**src/amrp_pkg.sv**
```systemverilog
// Shared types and constants for the advertising manufacturer record parser.
// Used by the front, queue, back and top-level files; no dependencies.
package amrp_pkg;

  localparam int MAX_REPORT_BYTES_DEF = 255;

  // Configuration register indexes
  localparam logic REG_COMPANY = 1'b0;
  localparam logic REG_APP     = 1'b1;
  localparam int   CFG_IDX_W   = 1;
  localparam int   CFG_DATA_W  = 16;

  localparam logic [15:0] COMPANY_RST = 16'h6FAF;
  localparam logic [7:0]  APP_RST     = 8'hAA;

  localparam logic [7:0] MFR_TYPE        = 8'hFF;
  localparam logic [7:0] MIN_RECORD_DATA = 8'd12;

  // Servo pulse: PULSE_MIN + (PULSE_MAX - PULSE_MIN) * angle / ANGLE_SPAN
  localparam int PULSE_MIN   = 1000;
  localparam int PULSE_MAX   = 2000;
  localparam int ANGLE_SPAN  = 90;
  localparam int RECIP_SHIFT = 18;
  localparam int RECIP_W     = 22;
  localparam logic [RECIP_W-1:0] PULSE_RECIP =
    RECIP_W'(((PULSE_MAX - PULSE_MIN) * (1 << RECIP_SHIFT) + ANGLE_SPAN - 1) / ANGLE_SPAN);

  // Queue between front and back
  localparam int QDEPTH = 2;

  typedef struct packed {
    logic [15:0] company;
    logic [7:0]  app;
  } cfg_t;

  // Matched record: payload bytes 0-7 and the final payload byte
  typedef struct packed {
    logic [7:0][7:0] cap;
    logic [7:0]      last;
  } rec_t;

endpackage

```
**src/adv_manufacturer_record_parser.sv**
```systemverilog
// Top level of the advertising manufacturer record parser: config registers,
// front parser, record queue and decode back end. Depends on amrp_pkg.
//
//   channel  direction  handshake           payload
//   in_      input      in_valid/in_stall   data_byte, bytes_after, report_start
//   out_     output     out_valid/out_stall co2, humidity, temperature, angle,
//                                           range, pulse_us
//   cfg_     input      cfg_valid/cfg_ready cfg_index, cfg_data
//
// One byte is accepted per cycle unless in_stall is high; out_valid for a
// matched record rises after its queue write and the output register load.
// in_stall rises only while the two-entry record queue is full.
// Reset is synchronous, active low; registers restart at their reset values.
// cfg_ready is always high; a write takes effect on the next byte.
module adv_manufacturer_record_parser #(
  parameter int MAX_REPORT_BYTES = amrp_pkg::MAX_REPORT_BYTES_DEF
) (
  input  logic                            clk,
  input  logic                            rst_n,
  input  logic                            in_valid,
  output logic                            in_stall,
  input  logic [7:0]                      in_data_byte,
  input  logic [7:0]                      in_bytes_after,
  input  logic                            in_report_start,
  output logic                            out_valid,
  input  logic                            out_stall,
  output logic [15:0]                     out_co2_level,
  output logic [15:0]                     out_humidity_level,
  output logic [15:0]                     out_temperature_level,
  output logic [7:0]                      out_servo_angle,
  output logic [15:0]                     out_range_reading,
  output logic [11:0]                     out_pulse_us,
  input  logic                            cfg_valid,
  output logic                            cfg_ready,
  input  logic [amrp_pkg::CFG_IDX_W-1:0]  cfg_index,
  input  logic [amrp_pkg::CFG_DATA_W-1:0] cfg_data
);
  import amrp_pkg::*;

  cfg_t cfg_r, cfg_nxt;
  logic q_full, push, rec_valid, rec_pop, byte_accept;
  rec_t push_rec, pop_rec;

  assign cfg_ready   = 1'b1;
  assign in_stall    = q_full;
  assign byte_accept = in_valid && !in_stall;

  always_comb begin
    cfg_nxt = cfg_r;
    if (cfg_valid && cfg_ready) begin
      unique case (cfg_index)
        REG_COMPANY: cfg_nxt.company = cfg_data[15:0];
        REG_APP:     cfg_nxt.app     = cfg_data[7:0];
        default: ;
      endcase
    end
  end

  always_ff @(posedge clk) begin
    if (!rst_n) begin
      cfg_r.company <= COMPANY_RST;
      cfg_r.app     <= APP_RST;
    end else begin
      cfg_r <= cfg_nxt;
    end
  end

  amrp_front #(
    .MAX_REPORT_BYTES (MAX_REPORT_BYTES)
  ) u_front (
    .clk          (clk),
    .rst_n        (rst_n),
    .byte_accept  (byte_accept),
    .data_byte    (in_data_byte),
    .bytes_after  (in_bytes_after),
    .report_start (in_report_start),
    .cfg          (cfg_r),
    .push         (push),
    .push_rec     (push_rec)
  );

  amrp_fifo u_fifo (
    .clk       (clk),
    .rst_n     (rst_n),
    .push      (push),
    .push_rec  (push_rec),
    .full      (q_full),
    .pop       (rec_pop),
    .pop_valid (rec_valid),
    .pop_rec   (pop_rec)
  );

  amrp_back u_back (
    .clk                   (clk),
    .rst_n                 (rst_n),
    .rec_valid             (rec_valid),
    .rec                   (pop_rec),
    .rec_pop               (rec_pop),
    .out_valid             (out_valid),
    .out_stall             (out_stall),
    .out_co2_level         (out_co2_level),
    .out_humidity_level    (out_humidity_level),
    .out_temperature_level (out_temperature_level),
    .out_servo_angle       (out_servo_angle),
    .out_range_reading     (out_range_reading),
    .out_pulse_us          (out_pulse_us)
  );

endmodule

```
**src/amrp_front.sv**
```systemverilog
// Front end: walks the length-type-value structures byte by byte and pushes
// matched manufacturer records into the queue. Depends on amrp_pkg.
module amrp_front #(
  parameter int MAX_REPORT_BYTES = amrp_pkg::MAX_REPORT_BYTES_DEF
) (
  input  logic              clk,
  input  logic              rst_n,
  input  logic              byte_accept,
  input  logic [7:0]        data_byte,
  input  logic [7:0]        bytes_after,
  input  logic              report_start,
  input  amrp_pkg::cfg_t    cfg,
  output logic              push,
  output amrp_pkg::rec_t    push_rec
);
  import amrp_pkg::*;

  localparam logic [1:0] PH_LENGTH = 2'd0;
  localparam logic [1:0] PH_TYPE   = 2'd1;
  localparam logic [1:0] PH_DATA   = 2'd2;
  localparam logic [1:0] PH_STOP   = 2'd3;

  localparam logic [7:0] BA_CAP = 8'(MAX_REPORT_BYTES - 1);

  localparam logic [7:0] OFF_CO_LO     = 8'd0;
  localparam logic [7:0] OFF_CO_HI     = 8'd1;
  localparam logic [7:0] OFF_APP       = 8'd2;
  localparam logic [7:0] OFF_CAP_FIRST = 8'd3;
  localparam logic [7:0] OFF_CAP_LAST  = 8'd10;
  localparam logic [7:0] OFF_FINAL     = 8'd11;

  logic [1:0]      phase_r, phase_nxt, phase_cur;
  logic [7:0]      rem_r, rem_nxt, rem_dec;
  logic [7:0]      off_r, off_nxt, off_cap;
  logic            cand_r, cand_nxt, cand_cur;
  logic            match_r, match_nxt, match_cur;
  logic [7:0][7:0] cap_r, cap_nxt;
  logic [7:0]      ba_sat;

  always_comb begin
    phase_nxt = phase_r;
    rem_nxt   = rem_r;
    off_nxt   = off_r;
    cand_nxt  = cand_r;
    match_nxt = match_r;
    cap_nxt   = cap_r;
    push      = 1'b0;
    ba_sat    = (bytes_after > BA_CAP) ? BA_CAP : bytes_after;
    rem_dec   = rem_r - 8'd1;
    off_cap   = off_r - OFF_CAP_FIRST;
    phase_cur = report_start ? PH_LENGTH : phase_r;
    cand_cur  = report_start ? 1'b0 : cand_r;
    match_cur = report_start ? 1'b0 : match_r;
    if (byte_accept) begin
      cand_nxt  = cand_cur;
      match_nxt = match_cur;
      phase_nxt = phase_cur;
      unique case (phase_cur)
        PH_LENGTH: begin
          if (ba_sat == 8'd0 || data_byte == 8'd0 || data_byte > ba_sat) begin
            phase_nxt = PH_STOP;
          end else begin
            rem_nxt   = data_byte;
            phase_nxt = PH_TYPE;
          end
        end
        PH_TYPE: begin
          rem_nxt   = rem_dec;
          cand_nxt  = (data_byte == MFR_TYPE) && (rem_dec >= MIN_RECORD_DATA);
          match_nxt = 1'b1;
          off_nxt   = 8'd0;
          phase_nxt = (rem_dec != 8'd0) ? PH_DATA : PH_LENGTH;
        end
        PH_DATA: begin
          if (cand_cur) begin
            case (off_r) inside
              OFF_CO_LO: match_nxt = match_cur && (data_byte == cfg.company[7:0]);
              OFF_CO_HI: match_nxt = match_cur && (data_byte == cfg.company[15:8]);
              OFF_APP:   match_nxt = match_cur && (data_byte == cfg.app);
              [OFF_CAP_FIRST:OFF_CAP_LAST]: cap_nxt[off_cap[2:0]] = data_byte;
              OFF_FINAL: push = match_cur;
              default: ;
            endcase
          end
          off_nxt = off_r + 8'd1;
          rem_nxt = rem_dec;
          if (rem_dec == 8'd0) begin
            phase_nxt = PH_LENGTH;
          end
        end
        PH_STOP: ;
        default: ;
      endcase
      // the final byte of a report always stops parsing
      if (ba_sat == 8'd0) begin
        phase_nxt = PH_STOP;
      end
    end
  end

  assign push_rec.cap  = cap_r;
  assign push_rec.last = data_byte;

  always_ff @(posedge clk) begin
    if (!rst_n) begin
      phase_r <= PH_LENGTH;
      rem_r   <= 8'd0;
      off_r   <= 8'd0;
      cand_r  <= 1'b0;
      match_r <= 1'b0;
    end else begin
      phase_r <= phase_nxt;
      rem_r   <= rem_nxt;
      off_r   <= off_nxt;
      cand_r  <= cand_nxt;
      match_r <= match_nxt;
    end
  end

  always_ff @(posedge clk) begin
    cap_r <= cap_nxt;
  end

  a_push_in_data: assert property (@(posedge clk) disable iff (!rst_n)
    push |-> byte_accept && phase_cur == PH_DATA && cand_cur && off_r == OFF_FINAL)
    else $error("record pushed outside the final payload byte");

  a_final_stops: assert property (@(posedge clk) disable iff (!rst_n)
    byte_accept && bytes_after == 8'd0 |=> phase_r == PH_STOP)
    else $error("parser not stopped after final byte");

  a_type_resets_off: assert property (@(posedge clk) disable iff (!rst_n)
    byte_accept && phase_cur == PH_TYPE |=> off_r == 8'd0 && match_r)
    else $error("type byte did not reset offset and match");

endmodule

```
**src/amrp_fifo.sv**
```systemverilog
// Short record queue between the parser front and the decode back end.
// Depends on amrp_pkg for the record type and depth.
module amrp_fifo (
  input  logic            clk,
  input  logic            rst_n,
  input  logic            push,
  input  amrp_pkg::rec_t  push_rec,
  output logic            full,
  input  logic            pop,
  output logic            pop_valid,
  output amrp_pkg::rec_t  pop_rec
);
  import amrp_pkg::*;

  localparam int PTR_W = (QDEPTH > 1) ? $clog2(QDEPTH) : 1;
  localparam int CNT_W = $clog2(QDEPTH + 1);
  localparam logic [PTR_W-1:0] PTR_LAST = PTR_W'(QDEPTH - 1);
  localparam logic [CNT_W-1:0] CNT_FULL = CNT_W'(QDEPTH);

  rec_t             mem_r [QDEPTH];
  logic [PTR_W-1:0] wptr_r, wptr_nxt;
  logic [PTR_W-1:0] rptr_r, rptr_nxt;
  logic [CNT_W-1:0] cnt_r, cnt_nxt;
  logic             do_push, do_pop;

  assign full      = (cnt_r == CNT_FULL);
  assign pop_valid = (cnt_r != '0);
  assign pop_rec   = mem_r[rptr_r];
  assign do_push   = push && !full;
  assign do_pop    = pop && pop_valid;

  always_comb begin
    wptr_nxt = wptr_r;
    rptr_nxt = rptr_r;
    cnt_nxt  = cnt_r;
    if (do_push) begin
      wptr_nxt = (wptr_r == PTR_LAST) ? '0 : wptr_r + 1'b1;
    end
    if (do_pop) begin
      rptr_nxt = (rptr_r == PTR_LAST) ? '0 : rptr_r + 1'b1;
    end
    if (do_push && !do_pop) begin
      cnt_nxt = cnt_r + 1'b1;
    end else if (do_pop && !do_push) begin
      cnt_nxt = cnt_r - 1'b1;
    end
  end

  always_ff @(posedge clk) begin
    if (!rst_n) begin
      wptr_r <= '0;
      rptr_r <= '0;
      cnt_r  <= '0;
    end else begin
      wptr_r <= wptr_nxt;
      rptr_r <= rptr_nxt;
      cnt_r  <= cnt_nxt;
    end
  end

  always_ff @(posedge clk) begin
    if (do_push) begin
      mem_r[wptr_r] <= push_rec;
    end
  end

  a_no_overflow: assert property (@(posedge clk) disable iff (!rst_n)
    !(push && full))
    else $error("record pushed into a full queue");

  a_cnt_bound: assert property (@(posedge clk) disable iff (!rst_n)
    cnt_r <= CNT_FULL)
    else $error("queue count past depth");

  a_cnt_track: assert property (@(posedge clk) disable iff (!rst_n)
    do_push && !do_pop |=> cnt_r == $past(cnt_r) + 1'b1)
    else $error("queue count missed a push");

endmodule

```
**src/amrp_back.sv**
```systemverilog
// Back end: pops a matched record, decodes the readings and the servo pulse,
// and holds the result in the output register. Depends on amrp_pkg.
module amrp_back (
  input  logic            clk,
  input  logic            rst_n,
  input  logic            rec_valid,
  input  amrp_pkg::rec_t  rec,
  output logic            rec_pop,
  output logic            out_valid,
  input  logic            out_stall,
  output logic [15:0]     out_co2_level,
  output logic [15:0]     out_humidity_level,
  output logic [15:0]     out_temperature_level,
  output logic [7:0]      out_servo_angle,
  output logic [15:0]     out_range_reading,
  output logic [11:0]     out_pulse_us
);
  import amrp_pkg::*;

  localparam int PROD_W = 8 + RECIP_W;

  logic              valid_r, valid_nxt;
  logic [PROD_W-1:0] prod;
  logic [11:0]       pulse;
  logic [15:0]       co2_r, hum_r, temp_r, range_r;
  logic [7:0]        angle_r;
  logic [11:0]       pulse_r;

  // load whenever the output register is empty or being drained
  assign rec_pop   = rec_valid && (!valid_r || !out_stall);
  assign valid_nxt = rec_pop ? 1'b1 : (valid_r && out_stall);

  // divide by the angle span through a scaled reciprocal
  assign prod  = PROD_W'(rec.cap[6]) * PROD_W'(PULSE_RECIP);
  assign pulse = 12'(PULSE_MIN) + prod[RECIP_SHIFT +: 12];

  always_ff @(posedge clk) begin
    if (!rst_n) begin
      valid_r <= 1'b0;
    end else begin
      valid_r <= valid_nxt;
    end
  end

  always_ff @(posedge clk) begin
    if (rec_pop) begin
      co2_r   <= {rec.cap[1], rec.cap[0]};
      hum_r   <= {rec.cap[3], rec.cap[2]};
      temp_r  <= {rec.cap[5], rec.cap[4]};
      angle_r <= rec.cap[6];
      range_r <= {rec.last, rec.cap[7]};
      pulse_r <= pulse;
    end
  end

  assign out_valid             = valid_r;
  assign out_co2_level         = co2_r;
  assign out_humidity_level    = hum_r;
  assign out_temperature_level = temp_r;
  assign out_servo_angle       = angle_r;
  assign out_range_reading     = range_r;
  assign out_pulse_us          = pulse_r;

endmodule
```
**config.mk**
```make
export PLATFORM = sky130hd
export DESIGN_NAME = adv_manufacturer_record_parser
export DESIGN_NICKNAME = d
export VERILOG_FILES = /design/src/amrp_pkg.sv /design/src/adv_manufacturer_record_parser.sv /design/src/amrp_front.sv /design/src/amrp_fifo.sv /design/src/amrp_back.sv
export SDC_FILE = /design/constraint.sdc
export NUM_CORES = 1
export LEC_CHECK = 0
export BUFFER_PORTS_ARGS = -buffer_cell sky130_fd_sc_hd__buf_4
export CAP_MARGIN = 20
export CORE_UTILIZATION = 39
export DETAILED_ROUTE_END_ITERATION = 7
export GPL_TIMING_DRIVEN = 0
export SYNTH_ARGS = -nofsm -noshare
export SYNTH_HDL_FRONTEND = slang
export SYNTH_HIERARCHICAL = 1
export SYNTH_SLANG_ARGS = --single-unit
```
**constraint.sdc**
```tcl
create_clock -name clk -period 8.9 [get_ports clk]
set_input_delay 0.89 -clock clk [delete_from_list [all_inputs] [get_ports clk]]
set_output_delay 0.89 -clock clk [all_outputs]
set_load 0.005 [all_outputs]
```
Word-level counts from Yosys, hierarchy flattened
Memories as Yosys holds them, arrays and structs flattened. A register that Yosys moved wholly into a read port is not among the register bits.
Index checks and enable logic that the tools add are counted.
Storage, ports and cells
  register bits: 197
  latch bits: 0
  RAM bits: 144
  memory bits (read-only): 0
  input bits: 39
  output and inout port bits: 87
  logic and storage cells: 132
  memories: 1
Memories
  u_fifo.mem_r: words 2, bits a word 72, rd ports 1, clocked after memory_dff 1, wr ports 1, RTL line amrp_fifo.sv:20  | rec_t mem_r [QDEPTH];
Cells by class
  add/sub/neg operators: 8
  multipliers: 1
  div/mod/pow operators: 0
  $lt $le $gt $ge: 7
  equality and inequality tests: 11
  shift-type cells: 0
  mux-type cells: 38
  bitwise logic cells: 4
  reductions and logical operators: 37
Operators by type and width (number)
  64-bit bitwise mux: 1
  8-bit zero test: 4
  8-bit one-hot mux with 2 select lines: 2
  8-bit by 19-bit multiplier with 27-bit output, second input constant: 1
  8-bit demux with 3-bit select: 1
  8-bit equality test: 3
  8-bit 2-to-1 mux: 3
  1-bit 2-to-1 mux: 22
  2-bit 2-to-1 mux: 7
  1-bit logical AND: 13
  10-bit by 12-bit adder with 12-bit output, first input constant: 1
  8-bit by 1-bit adder with 8-bit output, second input constant: 1
  8-bit by 1-bit equality test with 1-bit output, second input constant: 1
  8-bit by 2-bit equality test with 1-bit output, second input constant: 1
  8-bit by 4-bit equality test with 1-bit output, second input constant: 1
  8-bit equality test, second input constant: 1
  8-bit by 2-bit >= comparator with 1-bit output, second input constant: 1
  8-bit by 4-bit >= comparator with 1-bit output, second input constant: 1
  8-bit greater-than comparator: 1
  8-bit greater-than comparator, second input constant: 1
  8-bit by 4-bit <= comparator with 1-bit output, second input constant: 1
  2-bit nonzero test: 4
  8-bit nonzero test: 1
  8-bit by 1-bit subtractor with 8-bit output, second input constant: 1
  other kinds (19): 32

Logic depth before layout (Yosys ltp)
Gate-level depths: netlist of run 1.
  depth after elaboration: 14
  mapped depth: 23
  mapped depth without buffers: 21

Hierarchy
The synthesis of run 1 kept the hierarchy.
Modules (own cells, without submodules)
  amrp_fifo: times used 1, cells each 249, area each 5455.2 um^2, seq. area each 4424.2 um^2
  amrp_back: times used 1, cells each 357, area each 4818.4 um^2, seq. area each 2542.4 um^2
  amrp_front: times used 1, cells each 354, area each 4090.2 um^2, seq. area each 2322.2 um^2
  adv_manufacturer_record_parser: times used 1, cells each 109, area each 1057.3 um^2, seq. area each 480.5 um^2

Worst setup path before layout of run 1
Ideal clock, no wire load.
  path type: input-to-reg
  from: in out_stall
  to: reg u_fifo.cnt_r[1]
  library setup time: 0.070 ns
  arrival time: 8.861 ns
  data required time: 8.830 ns
  setup slack: -0.031 ns
  stages: 6
  buffers on the path: 0
  cell sequence: a21boi_0 -> o21ai_1 -> ha_1 -> xor2_1 -> or3_1 -> a21boi_1
Between the ends
  longest elaborated chain between the ends: 7
  elaborated cells between the ends (all ways): 9
  those cells by class: mux: 1; reduce/logical: 8
Ends and longest elaborated chain
  start: declaration: RTL line adv_manufacturer_record_parser.sv:26  | input logic out_stall,
  1-bit zero test (*): RTL line amrp_back.sv:30  | assign rec_pop = rec_valid && (!valid_r || !out_stall);
  1-bit logical OR (*): RTL line amrp_back.sv:30
  1-bit logical AND (*): RTL line amrp_back.sv:30
  1-bit logical AND (*): RTL line amrp_fifo.sv:30  | assign do_pop = pop && pop_valid;
  1-bit zero test: RTL line amrp_fifo.sv:42  | if (do_push && !do_pop) begin
  1-bit logical AND: RTL line amrp_fifo.sv:42
  2-bit 2-to-1 mux / 2-bit nonzero test (equally long branches)
  end signal: assignment: RTL line amrp_fifo.sv:57  | cnt_r <= cnt_nxt;
  end: declaration: RTL line amrp_fifo.sv:23  | logic [CNT_W-1:0] cnt_r, cnt_nxt;
Mark *: on every way between the ends. The rest lies on a longest branch, timed or not.
A chain may end at the register's enable or synchronous reset.

==> results.ini, run 1 <==
[run_status]
outcome = completed

[timing]
rsz0062_at_grt = false
max_slew_margin_pct = 35.0
hold_viol = 0
fin_skew_ns = 0.0279
max_freq_ghz = 0.155
setup_viol = 0
finalSetupTns_ns = 0
finalWorstSetupSlack_ns = 2.47
min_period_over_period_pct = 72.3
finalMaxSlewViolations = 0
period_needed_ns = 6.43
worstMarginPinSlew_ns = 0.971

[yosys]
synthFlopType = edfxtp_1
synthTopCellsByArea = edfxtp_1, dfxtp_1, ha_1
synth_fp_nets = 1210
ys_seq_area_share_pct = 63.4
ys_async_sr_fraction_pct = 0
ys.warnings.count = 6
synth.most_common_cell = edfxtp_1
netlist_top_cells_count = edfxtp_1, inv_1, ha_1
netlist_area_um2 = 15400
synth_seq_cells = 342
synth_edf_count = 292
synthCells = 1069
netlist.top_cell.by_area = edfxtp_1
yosysTopAreaCellShare_pct = 56.9
synth_cell_types = 82
postSynthAreaPerCell_um2 = 14.4

[global_route]
grt_pass1_wl_um = 49900
first_global_vias = 9073
grt_max_degree = 40
track_usage_pct = 15.9
grt-ovfl-total = 0
antenna_found_initial = 1

[route]
ant_nets = 0
first_pass_iters = 5
drcViolationCount = 0
drt-initial-drc-count = 467
vias_per_cell = 4.91
post_drt_wl_per_cell_um = 17.4
drt-total-wl_um = 31200
vias = 8801

[die]
io_pins = 126
die-area_um2 = 40300
die_h_um = 201
start_util_pct = 39.7
std_cell_rows = 72
die_x_um = 201
core_um2 = 38800

[final_layout]
nets = 1385
stdcell_area_um2 = 18500
multi_input_area_um2 = 5020
finish.utilization_pct = 47.6
syn_to_final_growth_pct = 19.8
drive_gt1_share_pct = 20.3
diodes = 0
fill_cells = 3371
seqCellArea_um2 = 9770

[power_and_ir_drop]
pwr-share-seq_pct = 51.3
switching_share_pct = 20.9
total_power_mw = 3.40
powerDensity_nw_per_um2 = 184
p_leak_nw = 6.95
irDropWorstVdd_mv = 0.125
pwr-share-comb_pct = 4.3
power.share.clock_pct = 44.4
internal-power_mw = 2.69
switching_power_mw = 0.711

[clock_network]
clock-sinks = 342
h-tree-depth = 2
post_cts_buffers = 0
cts-root-buf = clkbuf_16
clk_pin_slew_ns = 0.06
cts_tree = yes
cts_hold_buf = 0
cts_buffers = 37
clockBufferDepth = 3
clk_latency_ns = 0.54
cts_resized = 0

[setup_path]
path_class = reg2reg
crit_family = adder cells
path_buf_inv = 5
crit_chain = buf_2 > buf_6 > mux2_1 > ha_1 > inv_1 > fa_1 > inv_1 > fa_1 > fa_1 > inv_1 > ha_1 > nand2_1 > a211oi_1 > o21ai_0 > a21oi_1 > nor2_1 > xnor2_1 > ha_1 > nor4_2 > nand3_1 > a2111oi_0 > nor4_1
crit_slowest_cell = fa_1
required_ns = 9.15
crit_fanout = 10
crit_arrival_ns = 6.68
critPathCaptureType = register
cpPeakStageDelay_ns = 0.54
worst_setup_path_start_kind = register

[flow_run]
drv_cap = 0

[placement]
portBuffers = 124
dp_slack_ns = 2.51
place_area_um2 = 17300
hpwl_um = 21600
routabilityCongestion = 0.850

[worst_hold_path]
hp-class = reg2reg

## kinds of logic after synthesis
logic type                 share of synthesized area [%]
adders and majority gates                           9.40
xor gates and xnor gates                            3.00
DFF                                                 63.4
other                                             0.0243
muxes                                               5.84
AOI/OAI and AO/OA                                   6.73
buffers and inverters                               4.26
and+or+nand+nor                                     7.40
## per-stage QoR
| step | hold WS [ns] | instances |
|---|---|---|
| after CTS | 0.431 | 1791 |
| final | 0.430 | 1791 |
| after detailed placement | 0.429 | 1723 |
| after global placement | 0.421 | 1711 |
| after floorplan | 0.421 | 1069 |
| after global routing | 0.445 | 1791 |
## power by group through the flow
stage | registers, mW | clock network (mW) | logic [mW]
finish | 1.74 | 1.51 | 0.146
global route | 1.74 | 1.62 | 0.160
CTS | 1.74 | 1.56 | 0.147
detailed placement | 1.78 | 0 | 0.147
global placement | 1.77 | 0 | 0.145
floorplan | 1.77 | 0 | 0.0947
## cell usage in the layout (no fill, tap or decap), drive strengths merged, types with 11 or more instances in the layout
master	n
dfxtp	50
nand3	13
ha	79
edfxtp	292
nor2	24
nor2b	11
a21oi	34
fa	23
mux2	72
o21ai	35
o211ai	23
xnor2	30
clkbuf	69
inv	100
buf	162
xor2	22
nand4	16
nand3b	14
nor3	13
nand2	56
## flip-flops by register name, summed over array words and instances, names as in the netlist, 2 cells and up, named ones only
signal	flops
u_back/out_humidity_level	16
u_front/off_r	8
u_back/out_temperature_level	16
u_back/out_servo_angle	8
u_back/out_range_reading	16
u_front/phase_r	2
u_front/rem_r	8
cfg_r	24
u_fifo/cnt_r	2
u_back/out_co2_level	16
u_fifo/mem_r	144
u_front/push_rec	64
u_back/out_pulse_us	12
## cell type report
cell class                      count  area share [%]
Clock buffer                       51            5.47
Clock inverter                     17            1.04
Tap cell                          518            3.51
Sequential cell                   342            52.9
Buffer                             44            1.56
Inverter                           98            1.99
Timing Repair Buffer              136            6.34
Multi-Input combinational cell    585            27.2
## worst paths after layout
check	from	endpoint	cells after the start	slack (ns)
max	register	u_back/out_pulse_us[11]	22	2.47
min	u_front/push_rec[59]	u_fifo/mem_r[0][59]	0	0.43
max reg2reg	register	u_back/out_pulse_us[11]	22	2.47
min reg2reg	u_front/push_rec[59]	u_fifo/mem_r[0][59]	0	0.43
## worst reg2reg max path, cell delays in order, from the launching register on
cell	delay, ns
dfxtp_1	0.31
buf_2	0.31
buf_6	0.22
mux2_1	0.51
ha_1	0.40
inv_1	0.07
fa_1	0.50
inv_1	0.09
fa_1	0.50
fa_1	0.54
inv_1	0.05
ha_1	0.35
nand2_1	0.09
a211oi_1	0.17
o21ai_0	0.15
a21oi_1	0.32
nor2_1	0.09
xnor2_1	0.18
ha_1	0.25
nor4_2	0.38
nand3_1	0.15
a2111oi_0	0.41
nor4_1	0.11
## per-layer routing
layer | part of all wire [%] | routed length (um) | global-route usage, % | up-vias
met3 | 4.4 | 1370 | 2.81 | 45
met4 | 2.0 | 635 | 4.80 | 0
met2 | 49 | 15400 | 27.2 | 182
met5 | 0 | 0 | 0 | -
li1 | - | - | - | 4285
met1 | 44 | 13800 | 20.6 | 4289
Power figures use the tool's default switching activity.
==> run 2, diff against run 1 <==
- ABC_AREA: unset -> 1
- clock period: 8.9 -> 5.57 ns (I/O delays scaled with it)
==> run 2 against run 1 <==
  * Synthesized cell count is 27% higher
  * Setup slack worse by 2.1 ns
  * Critical endpoint is now u_back/out_pulse_us[9]
  * Critical path type unchanged
  * Largest cell class unchanged
  * Final area is 4.1% higher
==> results.ini, run 2 <==
[run_status]
outcome = completed

[yosys]
synth_edf_count = 292
synth_fp_nets = 1503
ys_async_sr_fraction_pct = 0
synth_cell_types = 48
synthFlopType = edfxtp_1
netlist_top_cells_count = edfxtp_1, nand2_1, inv_1
yosysTopAreaCellShare_pct = 54.0
netlist.top_cell.by_area = edfxtp_1
ys_seq_area_share_pct = 60.1
synthTopCellsByArea = edfxtp_1, mux2_4, nand2_1
ys.warnings.count = 6
synth.most_common_cell = edfxtp_1
synthCells = 1362
netlist_area_um2 = 16200
postSynthAreaPerCell_um2 = 11.9
synth_seq_cells = 342

[timing]
worstMarginPinSlew_ns = 0.929
hold_viol = 0
holdWs_ns = 0.253
fin_skew_ns = 0.00781
rsz0062_at_grt = false
period_needed_ns = 5.16
min_period_over_period_pct = 92.6
max_freq_ghz = 0.194
max_slew_margin_pct = 37.8
finalMaxSlewViolations = 0
setup_viol = 0

[final_layout]
fill_cells = 3706
regMostFlops = u_fifo/mem_r
stdcell_area_um2 = 19200
final_cell_mix = edfxtp_1, nand2_1, inv_1
final_common_cell = edfxtp_1
nets = 1672
syn_to_final_growth_pct = 18.3
largest_reg_flops = 144
diodes = 0
drive_gt1_share_pct = 21.6

[setup_path]
critical_path.endpoint = u_back/out_pulse_us[9]
path_class = reg2reg
cpPeakStageDelay_ns = 0.54
crit_arrival_ns = 5.43
crit_fanout = 10
reg2reg_depth = 25
r2r_setup_slack_ns = 0.41
crit_slowest_cell = fa_1
reg2reg_to = u_back/out_pulse_us[9]
critPathCaptureType = register
worst_setup_path_start_kind = register
crit_top_cell = nand2_1
required_ns = 5.84

[die]
start_util_pct = 39.7
die_h_um = 206
io_pins = 126
die-area_um2 = 42500
std_cell_rows = 74
die_x_um = 206
core_um2 = 40900

[placement]
portBuffers = 123
place_area_um2 = 18000
hpwl_um = 23700
routabilityCongestion = 0.863

[clock_network]
clock-sinks = 342
cts_resized = 0
clk_latency_ns = 0.53
clockBufferDepth = 3
cts-root-buf = clkbuf_16
cts_buffers = 37
cts_hold_buf = 0
clk_pin_slew_ns = 0.06
post_cts_buffers = 0
cts_tree = yes
h-tree-depth = 2

[power_and_ir_drop]
p_leak_nw = 7.99
irDropWorstVdd_mv = 0.160
pwr-share-seq_pct = 51.5
switching_share_pct = 20.8
pwr-share-comb_pct = 4.2
switching_power_mw = 1.13
powerDensity_nw_per_um2 = 281
internal-power_mw = 4.28
power.share.clock_pct = 44.3

[route]
ant_nets = 0
drt-initial-drc-count = 473
first_pass_iters = 5
drcViolationCount = 0
vias = 9782
post_drt_wl_per_cell_um = 16.1
vias_per_cell = 4.68
drt-total-wl_um = 33600

[worst_hold_path]
hp-class = in2reg

[global_route]
track_usage_pct = 16.3
grt_max_degree = 27
first_global_vias = 9772
antenna_found_initial = 1
grt_pass1_wl_um = 52600
grt-ovfl-total = 0

[flow_run]
drv_cap = 0

-- run 2: cell types whose count changed after synthesis, moves of 15 or more --
cell | previous run | this run
xnor2_1 | 30 | 15
nor2_1 | 24 | 109
mux2_4 | 0 | 70
mux2_1 | 70 | 0
nand3_1 | 13 | 68
nand2_1 | 56 | 274
clkbuf_1 | 16 | 1
inv_1 | 97 | 196
-- run 2: cell families (layout without fill, tap and decap cells) --
| kind of cell | count (synthesis) | count (layout) | synth area share [%] |
|---|---|---|---|
| simple gates | 519 | 519 | 14.1 |
| compound gates | 69 | 69 | 2.33 |
| xor+xnor | 24 | 24 | 1.29 |
| buf+inv | 233 | 429 | 6.58 |
| other cells | 1 | 1 | 0.0231 |
| mux | 72 | 72 | 6.61 |
| flops | 342 | 342 | 60.1 |
| fa+ha+maj | 102 | 102 | 8.92 |
-- run 2: worst min-delay path by stage --
stage	startpoint	end	cells past startpoint
after detailed placement	u_front/push_rec[12]	u_fifo/mem_r[1][12]	0
after global placement	u_front/push_rec[31]	u_fifo/mem_r[1][31]	0
after global routing	cfg_data[1]	cfg_r[1]	3
after CTS	cfg_data[1]	cfg_r[1]	3
after floorplan	u_front/push_rec[10]	u_fifo/mem_r[0][10]	0
final	cfg_data[1]	cfg_r[1]	3
-- run 2: layout make-up --
class / instances / area [um2] / share of cell area [%]
clock buffers: 44 / 1000 / 5.22
flip-flops and latches: 342 / 9770 / 50.8
plain buffers: 28 / 309 / 1.61
clock inverters: 22 / 198 / 1.03
inverters: 205 / 769 / 4.00
well taps: 532 / 666 / 3.46
multi-input cells: 787 / 5430 / 28.3
repair buffers: 130 / 1070 / 5.57
-- run 2: routing by layer --
metal  global-route usage [%]  share of wire, %  routed length (um)
met5                        0                 0                   0
met4                     4.86               2.1                 707
met3                     2.89               4.1                1400
met2                     28.0                50               16700
met1                     20.8                44               14800
-- run 2: critical path, delay by kind of cell (launching register included) --
kind / cells / cell delay, ns
adders and majority gates: 6 / 2.28
muxes: 1 / 0.37
and+or+nand+nor: 10 / 0.85
AOI/OAI and AO/OA: 2 / 0.33
buffers and inverters: 6 / 0.71
DFF: 1 / 0.35
-- run 2: stage by stage --
stage / total power, mW / utilization, % / setup WS [ns] / TNS, ns / std cells
detailed placement: 3.06 / 44.0 / 0.337 / 0 / 2024
global placement: 3.06 / 43.6 / -2.47 / -354.26 / 2017
global route: 5.62 / 47.0 / 0.0186 / 0 / 2090
CTS: 5.48 / 46.9 / 0.308 / 0 / 2090
finish: 5.41 / 47.0 / 0.412 / 0 / 2090
floorplan: 2.98 / - / 0.286 / 0 / 1362
-- run 2: power groups by stage --
stage,Clock (mW),Sequential (mW),Combinational [mW]
6_report,2.40,2.78,0.227
4_1_cts,2.46,2.78,0.228
3_3_place_gp,0,2.84,0.222
2_1_floorplan,0,2.83,0.146
3_5_place_dp,0,2.84,0.228
5_1_grt,2.57,2.78,0.259
==> run 3, diff against run 2 <==
- CORE_ASPECT_RATIO: unset -> 0.7
==> run 3 against run 2 <==
  * Critical path type unchanged
  * Sequential power about the same
  * Final cell count up 0.53%
  * Highest routed layer unchanged
  * Clock skew up 0.0033 ns
  * Setup slack worse by 0.10 ns
  * Utilization down 0.32 points
  * Largest cell class unchanged
  * Global-route usage down 0.64 points
  * Clock power down 6%
  * Die area about the same
  * Sequential cell count unchanged
  * Register-to-register slack worse by 0.10 ns
==> results.ini, run 3 (same netlist as run 2, synthesis figures left out) <==
[worst_hold_path]
min_to = cfg_r[3]
hp-start = cfg_data[3]
whs_path_depth = 3
hp-class = in2reg

[clock_network]
clk_latency_ns = 0.53
cts_buffers = 35
clockBufferDepth = 3
clk_pin_slew_ns = 0.06
h-tree-depth = 2
cts_tree = yes
cts-root-buf = clkbuf_16
cts_hold_buf = 0
clock-sinks = 342

[final_layout]
syn_to_final_growth_pct = 17.8
largest_reg_flops = 144
final_common_cell = edfxtp_1
nets = 1670
fill_cells = 3719
stdcell_area_um2 = 19100
final_cell_mix = edfxtp_1, nand2_1, inv_1
drive_gt1_share_pct = 21.5
regMostFlops = u_fifo/mem_r

[die]
die_x_um = 246
die-area_um2 = 42500
die_h_um = 173
core_um2 = 41000
start_util_pct = 39.6
io_pins = 126
std_cell_rows = 62

[route]
ant_nets = 0
drt-initial-drc-count = 671
drt-total-wl_um = 33400
vias_per_cell = 4.67
drcViolationCount = 0
post_drt_wl_per_cell_um = 15.9
first_pass_iters = 5
vias = 9811

[timing]
finalWorstSetupSlack_ns = 0.310
min_period_over_period_pct = 94.4
fin_skew_ns = 0.0111
setup_viol = 0
hold_viol = 0
rsz0062_at_grt = false
finalMaxSlewViolations = 0
worstMarginPinSlew_ns = 1.04
period_needed_ns = 5.26
max_freq_ghz = 0.190
max_slew_margin_pct = 30.6

[setup_path]
path_buf_inv = 7
path_class = reg2reg
reg2reg_to = u_back/out_pulse_us[11]
worst_setup_path_start_kind = register
critPathCaptureType = register
required_ns = 5.86
crit_arrival_ns = 5.55
crit_fanout = 10
crit_slowest_cell = fa_1
crit_family = adder cells
cpPeakStageDelay_ns = 0.54
crit_top_cell = nand2_1
reg2reg_depth = 27
r2r_setup_slack_ns = 0.31

[placement]
dp_slack_ns = 0.243
routabilityCongestion = 0.911
portBuffers = 123
place_area_um2 = 18000
hpwl_um = 23500

[power_and_ir_drop]
internal-power_mw = 4.10
powerDensity_nw_per_um2 = 275
switching_share_pct = 22.1
pwr-share-comb_pct = 4.4
p_leak_nw = 7.94
switching_power_mw = 1.17
power.share.clock_pct = 42.7
total_power_mw = 5.26
pwr-share-seq_pct = 52.9
irDropWorstVdd_mv = 0.207

[global_route]
first_global_vias = 9386
grt_max_degree = 32
grt_pass1_wl_um = 51500
grt-ovfl-total = 0
track_usage_pct = 15.7
antenna_found_initial = 1

[run_status]
outcome = completed

[flow_run]
drv_cap = 0

-- run 3: cell types whose count changed in the layout (fill, tap and decap cells not counted), sizes merged --
| cell | delta |
|---|---|
| clkbuf | +1 |
| bufinv | -2 |
| clkinv | -2 |
| clkinvlp | -1 |
| diode | +1 |
| inv | +2 |
-- run 3: worst register-to-register path: cells and delay by family (launching register included) --
family	cells	cell delay (ns)
compound gates	1	0.21
fa+ha+maj	6	2.29
buf+inv	7	0.83
flops	1	0.37
mux	1	0.37
simple gates	12	0.95
-- run 3: timing repair --
item	in CTS	in global routing
resized for setup	0	5
setup buffers	0	0
endpoints found under the setup margin	0	2
-- run 3: layer usage --
layer / part of all wire [%] / GRT usage [%]
met1: 50 / 23.8
met2: 43 / 23.1
met3: 5.2 / 2.76
met4: 1.7 / 3.75
met5: 0 / 0
-- run 3: final cells by class --
cell class | count | area [um2] | area share, %
sequential | 342 | 9770 | 51.0
tap | 544 | 681 | 3.56
antenna | 1 | 2.50 | 0.0131
timing repair buffer | 130 | 1060 | 5.56
clock inverter | 19 | 176 | 0.922
multi-input combinational | 787 | 5450 | 28.5
clock buffer | 45 | 923 | 4.82
inverter | 205 | 769 | 4.02
buffer | 28 | 309 | 1.61
-- run 3: power by group through the flow --
stage	registers (mW)	logic, mW	clock network, mW
floorplan	2.83	0.146	0
global placement	2.84	0.225	0
detailed placement	2.84	0.229	0
CTS	2.78	0.230	2.32
global route	2.78	0.259	2.40
finish	2.78	0.231	2.25
-- run 3: how the worst max path moves through the flow --
stage,endpoint,startpoint,cells after the start
floorplan,u_fifo/mem_r[0][0],in_report_start,10
detailed placement,u_back/out_pulse_us[9],register,23
finish,u_back/out_pulse_us[11],register,27
CTS,u_back/out_pulse_us[9],register,23
global route,u_back/out_pulse_us[11],register,27
global placement,u_fifo/mem_r[1][3],in_valid,9
-- run 3: through the flow --
step,std cells,hold slack (ns),TNS (ns),util [%]
floorplan,1362,0.421,0,-
global route,2100,0.234,0,46.6
finish,2101,0.244,0,46.6
detailed placement,2036,0.429,0,43.9
CTS,2100,0.220,0,46.6
global placement,2029,0.422,-356.90,43.5
